===== config.mk =====
export PLATFORM = sky130hd
export DESIGN_NAME = guest_integer_execute_unit
export DESIGN_NICKNAME = d
export VERILOG_FILES = /design/src/gieu_pkg.sv /design/src/gieu_regfile.sv /design/src/gieu_iter.sv /design/src/guest_integer_execute_unit.sv
export SDC_FILE = /design/constraint.sdc
export NUM_CORES = 2
export LEC_CHECK = 0
export BUFFER_PORTS_ARGS = -buffer_cell sky130_fd_sc_hd__buf_2
export CORE_MARGIN = 5
export CORE_UTILIZATION = 68
export DETAILED_ROUTE_END_ITERATION = 10
export GPL_TIMING_DRIVEN = 0
export PLACE_DENSITY = 0.85
export SYNTH_ARGS = -nofsm -noshare
export SYNTH_HDL_FRONTEND = slang
export SYNTH_HIERARCHICAL = 1
export SYNTH_SLANG_ARGS = --single-unit

===== constraint.sdc =====
create_clock -name clk -period 14.7 [get_ports clk]
set_input_delay 2.205 -clock clk [delete_from_list [all_inputs] [get_ports clk]]
set_output_delay 2.205 -clock clk [all_outputs]
set_load 0.02 [all_outputs]

===== src/gieu_pkg.sv =====
package gieu_pkg;

  localparam int IDX_W    = 6;
  localparam int DATA_W   = 32;
  localparam int NUM_REGS = 64;
  localparam logic [IDX_W-1:0] LINK_REG = 6'd31;

  localparam logic [31:0] LO14   = 32'h0000_3FFF;
  localparam logic [31:0] HI18   = 32'hFFFF_C000;
  localparam logic [31:0] SIGN32 = 32'h8000_0000;

  // Operation codes
  typedef enum logic [5:0] {
    OP_NOP = 6'd0, OP_LDI = 6'd1, OP_LDIHI = 6'd2, OP_ORI = 6'd3, OP_XORI = 6'd4,
    OP_MOD = 6'd5, OP_SHL = 6'd6, OP_SHLR = 6'd7, OP_SHR = 6'd8, OP_ASR = 6'd9,
    OP_DIV = 6'd10, OP_MUL = 6'd11, OP_MULU = 6'd12, OP_XOR = 6'd13, OP_OR = 6'd14,
    OP_NOR = 6'd15, OP_AND = 6'd16, OP_ANDI = 6'd17, OP_SUB = 6'd18, OP_ADD = 6'd19,
    OP_ADDI = 6'd20, OP_SEB = 6'd21, OP_SLTI = 6'd22, OP_SLT = 6'd23,
    OP_SLTIU = 6'd24, OP_SLTU = 6'd25, OP_MOVZ = 6'd26, OP_MOVN = 6'd27,
    OP_JEQZ = 6'd28, OP_JNEZ = 6'd29, OP_JEQ = 6'd30, OP_JLEZ = 6'd31,
    OP_JLTZ = 6'd32, OP_JGTZ = 6'd33, OP_JNE = 6'd34, OP_JUMP = 6'd35,
    OP_JUMPR = 6'd36, OP_CALL = 6'd37
  } op_t;

  typedef enum logic [1:0] {
    ST_OK = 2'd0, ST_DIVZ = 2'd1, ST_UNSUP = 2'd2
  } status_t;

  typedef enum logic [3:0] {
    S_IDLE, S_RDA, S_RDB, S_RDT, S_EXEC, S_ITER, S_FIX, S_WR1, S_WR2, S_OUT
  } state_t;

  // Request to the shared multiply/divide unit
  typedef struct packed {
    logic        start;
    logic        is_div;
    logic [31:0] opa;
    logic [31:0] opb;
  } iter_req_t;

  typedef struct packed {
    logic        done;
    logic [31:0] hi;
    logic [31:0] lo;
  } iter_rsp_t;

  // Register file write port
  typedef struct packed {
    logic             en;
    logic [IDX_W-1:0] idx;
    logic [31:0]      data;
  } rf_wr_t;

endpackage


===== src/gieu_regfile.sv =====
module gieu_regfile
  import gieu_pkg::*;
(
  input  logic             clk,
  input  logic             rst_n,
  input  logic [IDX_W-1:0] rd_idx,
  output logic [31:0]      rd_data,
  input  rf_wr_t           wr
);

  logic [31:0]         mem [NUM_REGS];
  logic [NUM_REGS-1:0] vld_r;
  logic [31:0]         data_r;
  logic                hit_r;

  // storage, written and read in the clock
  always_ff @(posedge clk) begin
    if (wr.en) begin
      mem[wr.idx] <= wr.data;
    end
    data_r <= mem[rd_idx];
  end

  // per-entry valid bits give the all-zero reset
  always_ff @(posedge clk) begin
    if (!rst_n) begin
      vld_r <= '0;
      hit_r <= 1'b0;
    end else begin
      if (wr.en) begin
        vld_r[wr.idx] <= 1'b1;
      end
      hit_r <= vld_r[rd_idx] && ({1'b0, rd_idx} < 7'(NUM_REGS));
    end
  end

  assign rd_data = hit_r ? data_r : 32'd0;

endmodule


===== src/gieu_iter.sv =====
module gieu_iter
  import gieu_pkg::*;
(
  input  logic      clk,
  input  logic      rst_n,
  input  iter_req_t req,
  output iter_rsp_t rsp
);

  logic [31:0] hi_r, lo_r, dv_r;
  logic [4:0]  cnt_r;
  logic        busy_r, div_r;
  logic [32:0] msum, shifted;
  logic [33:0] diff;
  logic        ge;

  // an adder for multiply and a trial subtractor for divide
  always_comb begin
    msum    = {1'b0, hi_r} + (lo_r[0] ? {1'b0, dv_r} : 33'd0);
    shifted = {hi_r, lo_r[31]};
    diff    = {1'b0, shifted} - {2'b0, dv_r};
    ge      = !diff[33];
  end

  always_ff @(posedge clk) begin
    if (!rst_n) begin
      busy_r <= 1'b0;
      cnt_r  <= '0;
    end else if (req.start) begin
      busy_r <= 1'b1;
      cnt_r  <= '0;
    end else if (busy_r) begin
      cnt_r <= cnt_r + 5'd1;
      if (cnt_r == 5'd31) begin
        busy_r <= 1'b0;
      end
    end
  end

  // datapath: {hi,lo} shifts one bit a step
  always_ff @(posedge clk) begin
    if (req.start) begin
      hi_r  <= 32'd0;
      lo_r  <= req.opa;
      dv_r  <= req.opb;
      div_r <= req.is_div;
    end else if (busy_r) begin
      if (div_r) begin
        hi_r <= ge ? diff[31:0] : shifted[31:0];
        lo_r <= {lo_r[30:0], ge};
      end else begin
        hi_r <= msum[32:1];
        lo_r <= {msum[0], lo_r[31:1]};
      end
    end
  end

  assign rsp.done = busy_r && (cnt_r == 5'd31);
  assign rsp.hi   = hi_r;
  assign rsp.lo   = lo_r;

endmodule


===== src/guest_integer_execute_unit.sv =====
// Guest integer execute unit.
// Input channel in_*: one decoded instruction per transfer; in_tdata holds
// mode, src_a, src_b, dest_low, dest_high, immediate, upper_part and
// guest_address from the lowest bit up. Result channel out_*: exactly one
// result per instruction, in order.
// The unit takes one instruction at a time; in_tready is high only when idle.
// An instruction reads its operands from a 64 x 32 register file with one
// read port, one register a cycle, then executes. Simple operations pass
// through RDA, RDB, RDT, EXEC, WR1, WR2 and OUT; multiply, divide and
// remainder also pass ITER and FIX after EXEC (not on a zero divisor);
// in ITER the shared shift/add unit takes one cycle per bit over 32 bits,
// and FIX fixes the sign. Register writes go through the single write port
// in WR1 then WR2. Reset clears the register file (per-entry valid bits)
// and the split-load latch. A stalled result is held stable on out_tdata
// until taken; no new instruction is accepted meanwhile.
module guest_integer_execute_unit
  import gieu_pkg::*;
(
  input  logic         clk,
  input  logic         rst_n,
  input  logic         in_tvalid,
  output logic         in_tready,
  // mode[5:0] src_a[11:6] src_b[17:12] dest_low[23:18] dest_high[29:24]
  // immediate[61:30] upper_part[79:62] guest_address[111:80]
  input  logic [111:0] in_tdata,
  output logic         out_tvalid,
  input  logic         out_tready,
  // write_valid[0] write_index[6:1] write_value[38:7] second_valid[39]
  // second_value[71:40] branch_taken[72] indirect_exit[73] exit_target[105:74]
  // status[107:106], zero above
  output logic [111:0] out_tdata
);

  state_t state_r, state_nxt;

  // latched instruction
  logic [5:0]  mode_r, ia_r, ib_r, id_r, ih_r;
  logic [31:0] imm_r, addr_r;
  logic [17:0] up_r;
  logic [5:0]  latch_r;
  logic [31:0] a_r, b_r;

  // results
  logic        wv_r, sv_r, tk_r, ind_r, neg_r;
  logic [5:0]  widx_r;
  logic [31:0] wval_r, sval_r, tgt_r;
  status_t     st_r;

  logic [IDX_W-1:0] rd_idx;
  logic [31:0]      rd_data;
  rf_wr_t           wr;
  iter_req_t        req;
  iter_rsp_t        rsp;

  gieu_regfile u_rf (.clk(clk), .rst_n(rst_n), .rd_idx(rd_idx), .rd_data(rd_data), .wr(wr));
  gieu_iter    u_it (.clk(clk), .rst_n(rst_n), .req(req), .rsp(rsp));

  function automatic logic idx_ok(input logic [5:0] i);
    return {1'b0, i} < 7'(NUM_REGS);
  endfunction

  function automatic logic [31:0] mag(input logic [31:0] v);
    return v[31] ? (32'd0 - v) : v;
  endfunction

  logic is_mul, is_div, is_signed_mul;
  assign is_mul        = (mode_r == OP_MUL) || (mode_r == OP_MULU);
  assign is_div        = (mode_r == OP_DIV) || (mode_r == OP_MOD);
  assign is_signed_mul = (mode_r == OP_MUL);

  // next state
  always_comb begin
    state_nxt = state_r;
    unique case (state_r)
      S_IDLE: if (in_tvalid) state_nxt = S_RDA;
      S_RDA:  state_nxt = S_RDB;
      S_RDB:  state_nxt = S_RDT;
      S_RDT:  state_nxt = S_EXEC;
      S_EXEC: state_nxt = (is_mul || (is_div && b_r != 32'd0)) ? S_ITER : S_WR1;
      S_ITER: if (rsp.done) state_nxt = S_FIX;
      S_FIX:  state_nxt = S_WR1;
      S_WR1:  state_nxt = S_WR2;
      S_WR2:  state_nxt = S_OUT;
      S_OUT:  if (out_tready) state_nxt = S_IDLE;
      default: state_nxt = S_IDLE;
    endcase
  end

  always_ff @(posedge clk) begin
    if (!rst_n) begin
      state_r <= S_IDLE;
      latch_r <= '0;
    end else begin
      state_r <= state_nxt;
      if (state_r == S_EXEC && mode_r == OP_LDI) begin
        latch_r <= ib_r;
      end
    end
  end

  // outputs of the sequencer
  always_comb begin
    in_tready  = (state_r == S_IDLE);
    out_tvalid = (state_r == S_OUT);
    rd_idx     = ia_r;
    unique case (state_r)
      S_RDB:   rd_idx = ib_r;
      S_RDT:   rd_idx = latch_r;
      default: rd_idx = ia_r;
    endcase
    wr.en   = 1'b0;
    wr.idx  = widx_r;
    wr.data = wval_r;
    if (state_r == S_WR1) begin
      wr.en = wv_r;
    end else if (state_r == S_WR2) begin
      wr.en   = sv_r;
      wr.idx  = ih_r;
      wr.data = sval_r;
    end
    req.start  = (state_r == S_EXEC) && (is_mul || (is_div && b_r != 32'd0));
    req.is_div = is_div;
    req.opa    = (is_div || is_signed_mul) ? mag(a_r) : a_r;
    req.opb    = (is_div || is_signed_mul) ? mag(b_r) : b_r;
  end

  // capture instruction and operands
  always_ff @(posedge clk) begin
    if (state_r == S_IDLE && in_tvalid) begin
      mode_r <= in_tdata[5:0];
      ia_r   <= in_tdata[11:6];
      ib_r   <= in_tdata[17:12];
      id_r   <= in_tdata[23:18];
      ih_r   <= in_tdata[29:24];
      imm_r  <= in_tdata[61:30];
      up_r   <= in_tdata[79:62];
      addr_r <= in_tdata[111:80];
    end
    if (state_r == S_RDB) a_r <= rd_data;
    if (state_r == S_RDT) b_r <= rd_data;
  end

  // operations computed combinationally in EXEC
  logic        e_do, e_tk, e_ind;
  logic [5:0]  e_idx;
  logic [31:0] e_val, e_tgt, t_val;
  logic [4:0]  sh;
  status_t     e_st;

  assign sh    = ia_r[4:0];
  assign t_val = rd_data;

  always_comb begin
    e_do  = 1'b0;
    e_tk  = 1'b0;
    e_ind = 1'b0;
    e_idx = id_r;
    e_val = 32'd0;
    e_tgt = 32'd0;
    e_st  = ST_OK;
    unique case (mode_r)
      OP_NOP:   ;
      OP_LDI:   begin e_do = 1'b1; e_idx = ib_r; e_val = (b_r & HI18) | (imm_r & LO14); end
      OP_LDIHI: begin
        e_do = 1'b1; e_idx = latch_r; e_val = (t_val & LO14) | {up_r[17:0], 14'd0};
      end
      OP_ORI:   begin e_do = 1'b1; e_idx = ib_r; e_val = a_r | (imm_r & LO14); end
      OP_XORI:  begin e_do = 1'b1; e_idx = ib_r; e_val = a_r ^ (imm_r & LO14); end
      OP_MOD:   begin e_do = 1'b1; e_idx = ih_r; e_st = ST_DIVZ; end
      OP_DIV:   begin e_do = 1'b1; e_st = ST_DIVZ; end
      OP_SHL:   begin e_do = 1'b1; e_val = b_r << sh; end
      OP_SHLR:  begin e_do = 1'b1; e_val = b_r << a_r[4:0]; end
      OP_SHR:   begin e_do = 1'b1; e_val = b_r >> sh; end
      OP_ASR:   begin e_do = 1'b1; e_val = 32'($signed(b_r) >>> sh); end
      OP_MUL, OP_MULU: ;
      OP_XOR:   begin e_do = 1'b1; e_val = a_r ^ b_r; end
      OP_OR:    begin e_do = 1'b1; e_val = a_r | b_r; end
      OP_NOR:   begin e_do = 1'b1; e_val = ~(a_r | b_r); end
      OP_AND:   begin e_do = 1'b1; e_val = a_r & b_r; end
      OP_ANDI:  begin e_do = 1'b1; e_idx = ib_r; e_val = a_r & (imm_r & LO14); end
      OP_SUB:   begin e_do = 1'b1; e_val = a_r - b_r; end
      OP_ADD:   begin e_do = 1'b1; e_val = a_r + b_r; end
      OP_ADDI:  begin e_do = 1'b1; e_idx = ib_r; e_val = a_r + imm_r; end
      OP_SEB:   begin e_do = 1'b1; e_idx = ia_r; e_val = {{24{b_r[7]}}, b_r[7:0]}; end
      OP_SLTI:  begin
        e_do = 1'b1; e_idx = ib_r; e_val = {31'd0, $signed(a_r) < $signed(imm_r)};
      end
      OP_SLT:   begin e_do = 1'b1; e_val = {31'd0, $signed(a_r) < $signed(b_r)}; end
      OP_SLTIU: begin e_do = 1'b1; e_idx = ib_r; e_val = {31'd0, a_r < (imm_r & LO14)}; end
      OP_SLTU:  begin e_do = 1'b1; e_val = {31'd0, a_r < b_r}; end
      OP_MOVZ:  begin e_do = (b_r == 32'd0); e_val = a_r; end
      OP_MOVN:  begin e_do = (b_r != 32'd0); e_val = a_r; end
      OP_JEQZ:  e_tk = (a_r == 32'd0);
      OP_JNEZ:  e_tk = (a_r != 32'd0);
      OP_JEQ:   e_tk = (a_r == b_r);
      OP_JLEZ:  e_tk = (b_r == 32'd0) || b_r[31];
      OP_JLTZ:  e_tk = b_r[31];
      OP_JGTZ:  e_tk = (b_r != 32'd0) && !b_r[31];
      OP_JNE:   e_tk = (a_r != b_r);
      OP_JUMP:  e_tk = 1'b1;
      OP_JUMPR: begin e_tk = 1'b1; e_ind = 1'b1; e_tgt = b_r; end
      OP_CALL:  begin e_tk = 1'b1; e_do = 1'b1; e_idx = LINK_REG; e_val = addr_r + 32'd4; end
      default:  e_st = ST_UNSUP;
    endcase
    if (!e_do || !idx_ok(e_idx)) begin
      e_do  = 1'b0;
      e_idx = '0;
      e_val = 32'd0;
    end
  end

  // multiply/divide sign fix
  logic [63:0] prod;
  logic [31:0] quo, rem;
  assign prod = neg_r ? (64'd0 - {rsp.hi, rsp.lo}) : {rsp.hi, rsp.lo};
  assign quo  = neg_r ? (32'd0 - rsp.lo) : rsp.lo;
  assign rem  = a_r[31] ? (32'd0 - rsp.hi) : rsp.hi;

  // result registers
  always_ff @(posedge clk) begin
    if (state_r == S_EXEC) begin
      wv_r   <= e_do;
      widx_r <= e_idx;
      wval_r <= e_val;
      sv_r   <= 1'b0;
      sval_r <= 32'd0;
      tk_r   <= e_tk;
      ind_r  <= e_ind;
      tgt_r  <= e_tgt;
      st_r   <= (is_div && b_r != 32'd0) ? ST_OK : e_st;
      neg_r  <= is_div ? (a_r[31] ^ b_r[31]) : (is_signed_mul && (a_r[31] ^ b_r[31]));
    end else if (state_r == S_FIX) begin
      if (is_div) begin
        wval_r <= (mode_r == OP_MOD) ? rem : quo;
      end else begin
        wv_r   <= (id_r != 6'd0) && idx_ok(id_r);
        widx_r <= ((id_r != 6'd0) && idx_ok(id_r)) ? id_r : 6'd0;
        wval_r <= ((id_r != 6'd0) && idx_ok(id_r)) ? prod[31:0] : 32'd0;
        sv_r   <= (ih_r != 6'd0) && idx_ok(ih_r);
        sval_r <= ((ih_r != 6'd0) && idx_ok(ih_r)) ? prod[63:32] : 32'd0;
      end
    end
  end

  assign out_tdata = {4'd0, st_r, tgt_r, ind_r, tk_r, sval_r, sv_r, wval_r, widx_r, wv_r};

endmodule

==> results by group, run 1 <==
GRT
  – Grt ovf: 1235
  – GRT Total Usage: 0.875
  – Pin count of the biggest net entering global routing: 74

CTS
  – Clk root buf: clkbuf_16
  – Cts bufs inserted: 233
  – Clk buf depth: 3
  – Post-CTS resize count: 0
  – Hold-fix buffers, CTS: 0
  – H-tree levels: 4
  – Clk sinks: 2543
  – Post-CTS Setup Bufs: 0

Synthesis
  – Synth unique cells: 99
  – Yosys top cell area share: 0.612
  – Seq cells post-synth: 2543
  – Most used DFF post-synth: edfxtp_1
  – Most instantiated cells after synthesis: edfxtp_1, mux4_2, nand2_1
  – Most frequent cell after synthesis: edfxtp_1
  – Synth top area cells: edfxtp_1, mux4_2, dfxtp_1, ha_1, nand2_1
  – Cell count after synthesis: 7460
  – Biggest area consumer among synthesized cells: edfxtp_1
  – Number of flops mapped to enable cells by yosys: 2365
  – Count of warnings emitted by yosys: 6
  – Seq/Total Area, Yosys: 0.642
  – Cell Area, Synth: 0.116 mm²
  – Synth Area per Inst: 15.6 µm²
  – FFs w/ async S/R, synth: 0

Floorplanning
  – Die width: 423 µm
  – Top-Level Pins: 230
  – Die height: 423 µm
  – Initial Utilization: 0.684
  – Placement row count: 151

Placed design
  – Post-placement setup slack: 6.78 ns
  – Port Buffer Count: 225
  – Routability cong.: 1.11
  – Post-DP HPWL: 386 mm
  – Placement Cell Area: 0.122 mm²

Outcome
  – Failing step: global routing
  – Outcome: stopped before the end
  – First Error: [ERROR GRT-0232] Routing congestion too high. Check the congestion heatmap in the GUI.
## cell families after synthesis
group | share of synthesized area
DFF | 0.642
and+or+nand+nor | 0.0612
AOI/OAI and AO/OA | 0.0795
muxes | 0.143
buffers and inverters | 0.0239
xor gates and xnor gates | 0.0212
adders and majority gates | 0.0292
other | 0.0000323
## per-layer routing
metal,global-route usage,overflow
met4,0.849,385
met3,0.813,234
met5,0.662,33
met1,0.880,192
met2,0.951,391
## metrics by stage
step           utilization  hold WS, ns  instances
2_1_floorplan            -        0.435       7463
3_3_place_gp         0.707        0.441       9906
3_5_place_dp         0.722        0.470      10000
4_1_cts              0.769        0.490      10500
==> run 2: changes to the inputs <==
--- a/config.mk
+++ b/config.mk
@@ -7,10 +7,10 @@
 export LEC_CHECK = 0
 export BUFFER_PORTS_ARGS = -buffer_cell sky130_fd_sc_hd__buf_2
 export CORE_MARGIN = 5
-export CORE_UTILIZATION = 68
+export CORE_UTILIZATION = 40
 export DETAILED_ROUTE_END_ITERATION = 10
 export GPL_TIMING_DRIVEN = 0
-export PLACE_DENSITY = 0.85
+export PLACE_DENSITY_LB_ADDON = 0.15
 export SYNTH_ARGS = -nofsm -noshare
 export SYNTH_HDL_FRONTEND = slang
 export SYNTH_HIERARCHICAL = 1
==> results by group, run 2 <==
Outcome
  – Outcome: finished, violations left
  – Failing checks: max-capacitance violations, max-slew violations

STA
  – Final worst-path cycle share: 0.562
  – Peak Freq: 0.121 GHz
  – Fin worst setup slack: 6.44 ns
  – Worst slew margin: -0.0404
  – Final clock skew: 0.0916 ns
  – TNS Setup: 0 ns
  – RSZ-0062 raised after global routing: no
  – Worst-margin pin slew: 1.56 ns
  – Final Max Slew Viols: 22
  – Count of final hold-check violations: 0
  – Min Clock Period, post-route: 8.26 ns
  – Final setup fails: 0

CTS
  – Clk buf depth: 4
  – Clk sinks: 2543
  – Post-CTS resize count: 0
  – Post-CTS Setup Bufs: 0
  – Hold-fix buffers, CTS: 0
  – Clk root buf: clkbuf_16
  – CTS tree: done
  – Worst-skew pair later-pin latency: 0.91 ns
  – Cts bufs inserted: 283
  – H-tree levels: 5
  – Worst-path clk slew: 0.06 ns

Synthesis
  – Most frequent cell after synthesis: edfxtp_1
  – Count of warnings emitted by yosys: 6
  – Number of flops mapped to enable cells by yosys: 2365
  – Seq/Total Area, Yosys: 0.642
  – Cell Area, Synth: 0.116 mm²
  – Cell count after synthesis: 7460
  – Yosys top cell area share: 0.612
  – Most instantiated cells after synthesis: edfxtp_1, mux4_2, nand2_1
  – Synth Area per Inst: 15.6 µm²
  – Biggest area consumer among synthesized cells: edfxtp_1
  – Synth top area cells: edfxtp_1, mux4_2, dfxtp_1, ha_1, nand2_1
  – Most used DFF post-synth: edfxtp_1
  – FFs w/ async S/R, synth: 0
  – Seq cells post-synth: 2543
  – Synth unique cells: 99

Power and ir drop
  – Leak: 0.0448 µW
  – Total power: 19900 µW
  – Power per cell area: 149 mW/mm²
  – Max VDD drop: 0.127 mV

Floorplanning
  – Die width: 549 µm
  – Die height: 549 µm
  – Top-Level Pins: 230
  – Initial Utilization: 0.402
  – Placement row count: 197
  – Full die area: 0.301 mm²
  – CORE AREA: 0.289 mm²

Worst setup path
  – Crit-path leading delay family: compound AO/OA/AOI/OAI gates
  – Worst Setup End Kind: flip-flop
  – Reg-to-reg startpoint: mode_r[5]
  – Reg-to-reg endpoint: wval_r[24]
  – CP max stage cell: o41ai_1
  – WP buf/inv: 3
  – Slowest cell delay on critical path: 1.09 ns
  – Most common cell on crit path: clkbuf_1
  – Crit-path cells: clkbuf_1 -> nand2b_1 -> clkbuf_1 -> nor2_1 -> nand2_1 -> clkbuf_1 -> o21ai_0 -> ha_1 -> nand2_1 -> a21oi_1 -> o21bai_1 -> a211oi_1 -> a21boi_1 -> o41ai_1 -> a2111oi_2 -> o211ai_1
  – Critical path fanouts, max: 10
  – CP Data Arrival Time: 8.86 ns
  – CP Class: reg -> reg
  – R2R Setup Slk: 6.44 ns
  – FF-to-FF path depth: 16
  – Startpoint type of the worst setup path: flip-flop
  – Req. time, crit path: 15.31 ns

GRT
  – Number of antenna violations at the first check in global routing: 42
  – Vias in the first global route: 73.3k
  – Pin count of the biggest net entering global routing: 68
  – Grt ovf: 0
  – Global-route wire length before repair: 630 mm
  – GRT Total Usage: 0.304

Detailed routing
  – Routed vias/inst: 6.15
  – Routed len/inst: 38.4 µm
  – DR vias: 75.1k
  – DRT Wirelength: 469 mm
  – Detailed router's first-iteration violation count: 9062
  – Initial DRT Pass Iterations: 7
  – Remaining antenna violation count: 0
  – Post-route DRC violation count: 0

Finish
  – Most frequent cells in the layout: edfxtp_1, mux4_2, nand2_1, clkbuf_1, o21ai_0
  – Largest reg by FF count: u_rf/mem
  – Synth-to-layout area growth: 15.4%
  – Final net count: 8484
  – Max FFs per register: 2048
  – Finished Cell Area: 0.134 mm²
  – Final Core Density: 0.464
  – Most common cell after layout, fill and taps aside: edfxtp_1
  – Layout cells sized above 1: 0.206
  – Top Registers: u_rf/mem x2048, u_rf/vld_r x64

Placed design
  – Routability cong.: 1.04
  – Post-DP HPWL: 344 mm
  – Post-placement setup slack: 6.80 ns
  – Port Buffer Count: 225
  – Placement Cell Area: 0.125 mm²

Min path
  – Hold path startpoint: u_rf/vld_r[2]
  – Worst min-delay path class: reg -> reg
  – Hold Path Depth: 1
  – Hold Crit Endpoint: u_rf/vld_r[2]

Run
  – Max_cap viols: 2
run 2: cell counts after synthesis:
Identical to the previous run, type by type.
run 2: worst max path at each step:
stage                     slack [ns]  startpoint            end  cells after the start
after floorplan                 6.22  state_r[2]   u_it/lo_r[0]                      9
after global placement          1.83  state_r[2]  u_it/lo_r[17]                      9
after detailed placement        6.80   mode_r[5]     wval_r[24]                     16
after CTS                       6.77   mode_r[5]     wval_r[24]                     16
after global routing            6.53   mode_r[5]     wval_r[24]                     16
final                           6.44   mode_r[5]     wval_r[24]                     16
run 2: kinds of logic after synthesis:
kind of cell             after synthesis  synth area share
flip-flops                          2543             0.642
AND/OR/NAND/NOR                     1489            0.0612
multiplexers                         845             0.143
adder cells (fa/ha/maj)              269            0.0292
buffers and inverters                649            0.0239
other                                  1         0.0000323
XOR/XNOR                             281            0.0212
AO/OA/AOI/OAI                       1383            0.0795
run 2: routing by layer:
metal / vias to the layer above / track usage / wire length, µm / part of all wire
met2: 3677 / 0.497 / 223000 / 0.48
met4: 10 / 0.169 / 31600 / 0.067
met5: - / 0 / 74 / 0.00016
li1: 31000 / - / - / -
met3: 865 / 0.0402 / 31200 / 0.067
met1: 39600 / 0.393 / 183000 / 0.39
run 2: final cells by class:
type                       count  area [µm²]
clock buffer                 360        7610
clock inverter               140        1480
tap                         3880        4850
multi-input combinational   4271       39500
buffer                       449        2030
inverter                     200         751
fill                       25200      155000
timing repair buffer         351        3220
sequential                  2543       74600
antenna                       18        45.0
run 2: per-stage QoR:
stage / hold slack [ns] / cells
after floorplan: 0.435 / 7463
after detailed placement: 0.448 / 11700
final: 0.463 / 12200
after global routing: 0.474 / 12200
after CTS: 0.461 / 12200
after global placement: 0.441 / 11600
run 2: where the power goes:
group / internal [µW] / switching, µW / total (µW) / leakage (µW)
Clock: 3960 / 3000 / 6960 / 0.00443
Combinational: 1650 / 3010 / 4660 / 0.0176
Sequential: 8060 / 268 / 8330 / 0.0227
Total: 13700 / 6280 / 19900 / 0.0448
run 2: worst register-to-register path, delay by kind of cell, from the launching register on:
family	cells	cell delay [ns]
buffers and inverters	3	1.85
flip-flops	1	0.49
AND/OR/NAND/NOR	4	1.40
adder cells (fa/ha/maj)	1	0.45
AO/OA/AOI/OAI	8	3.84
(Power assumes the default switching activity.)
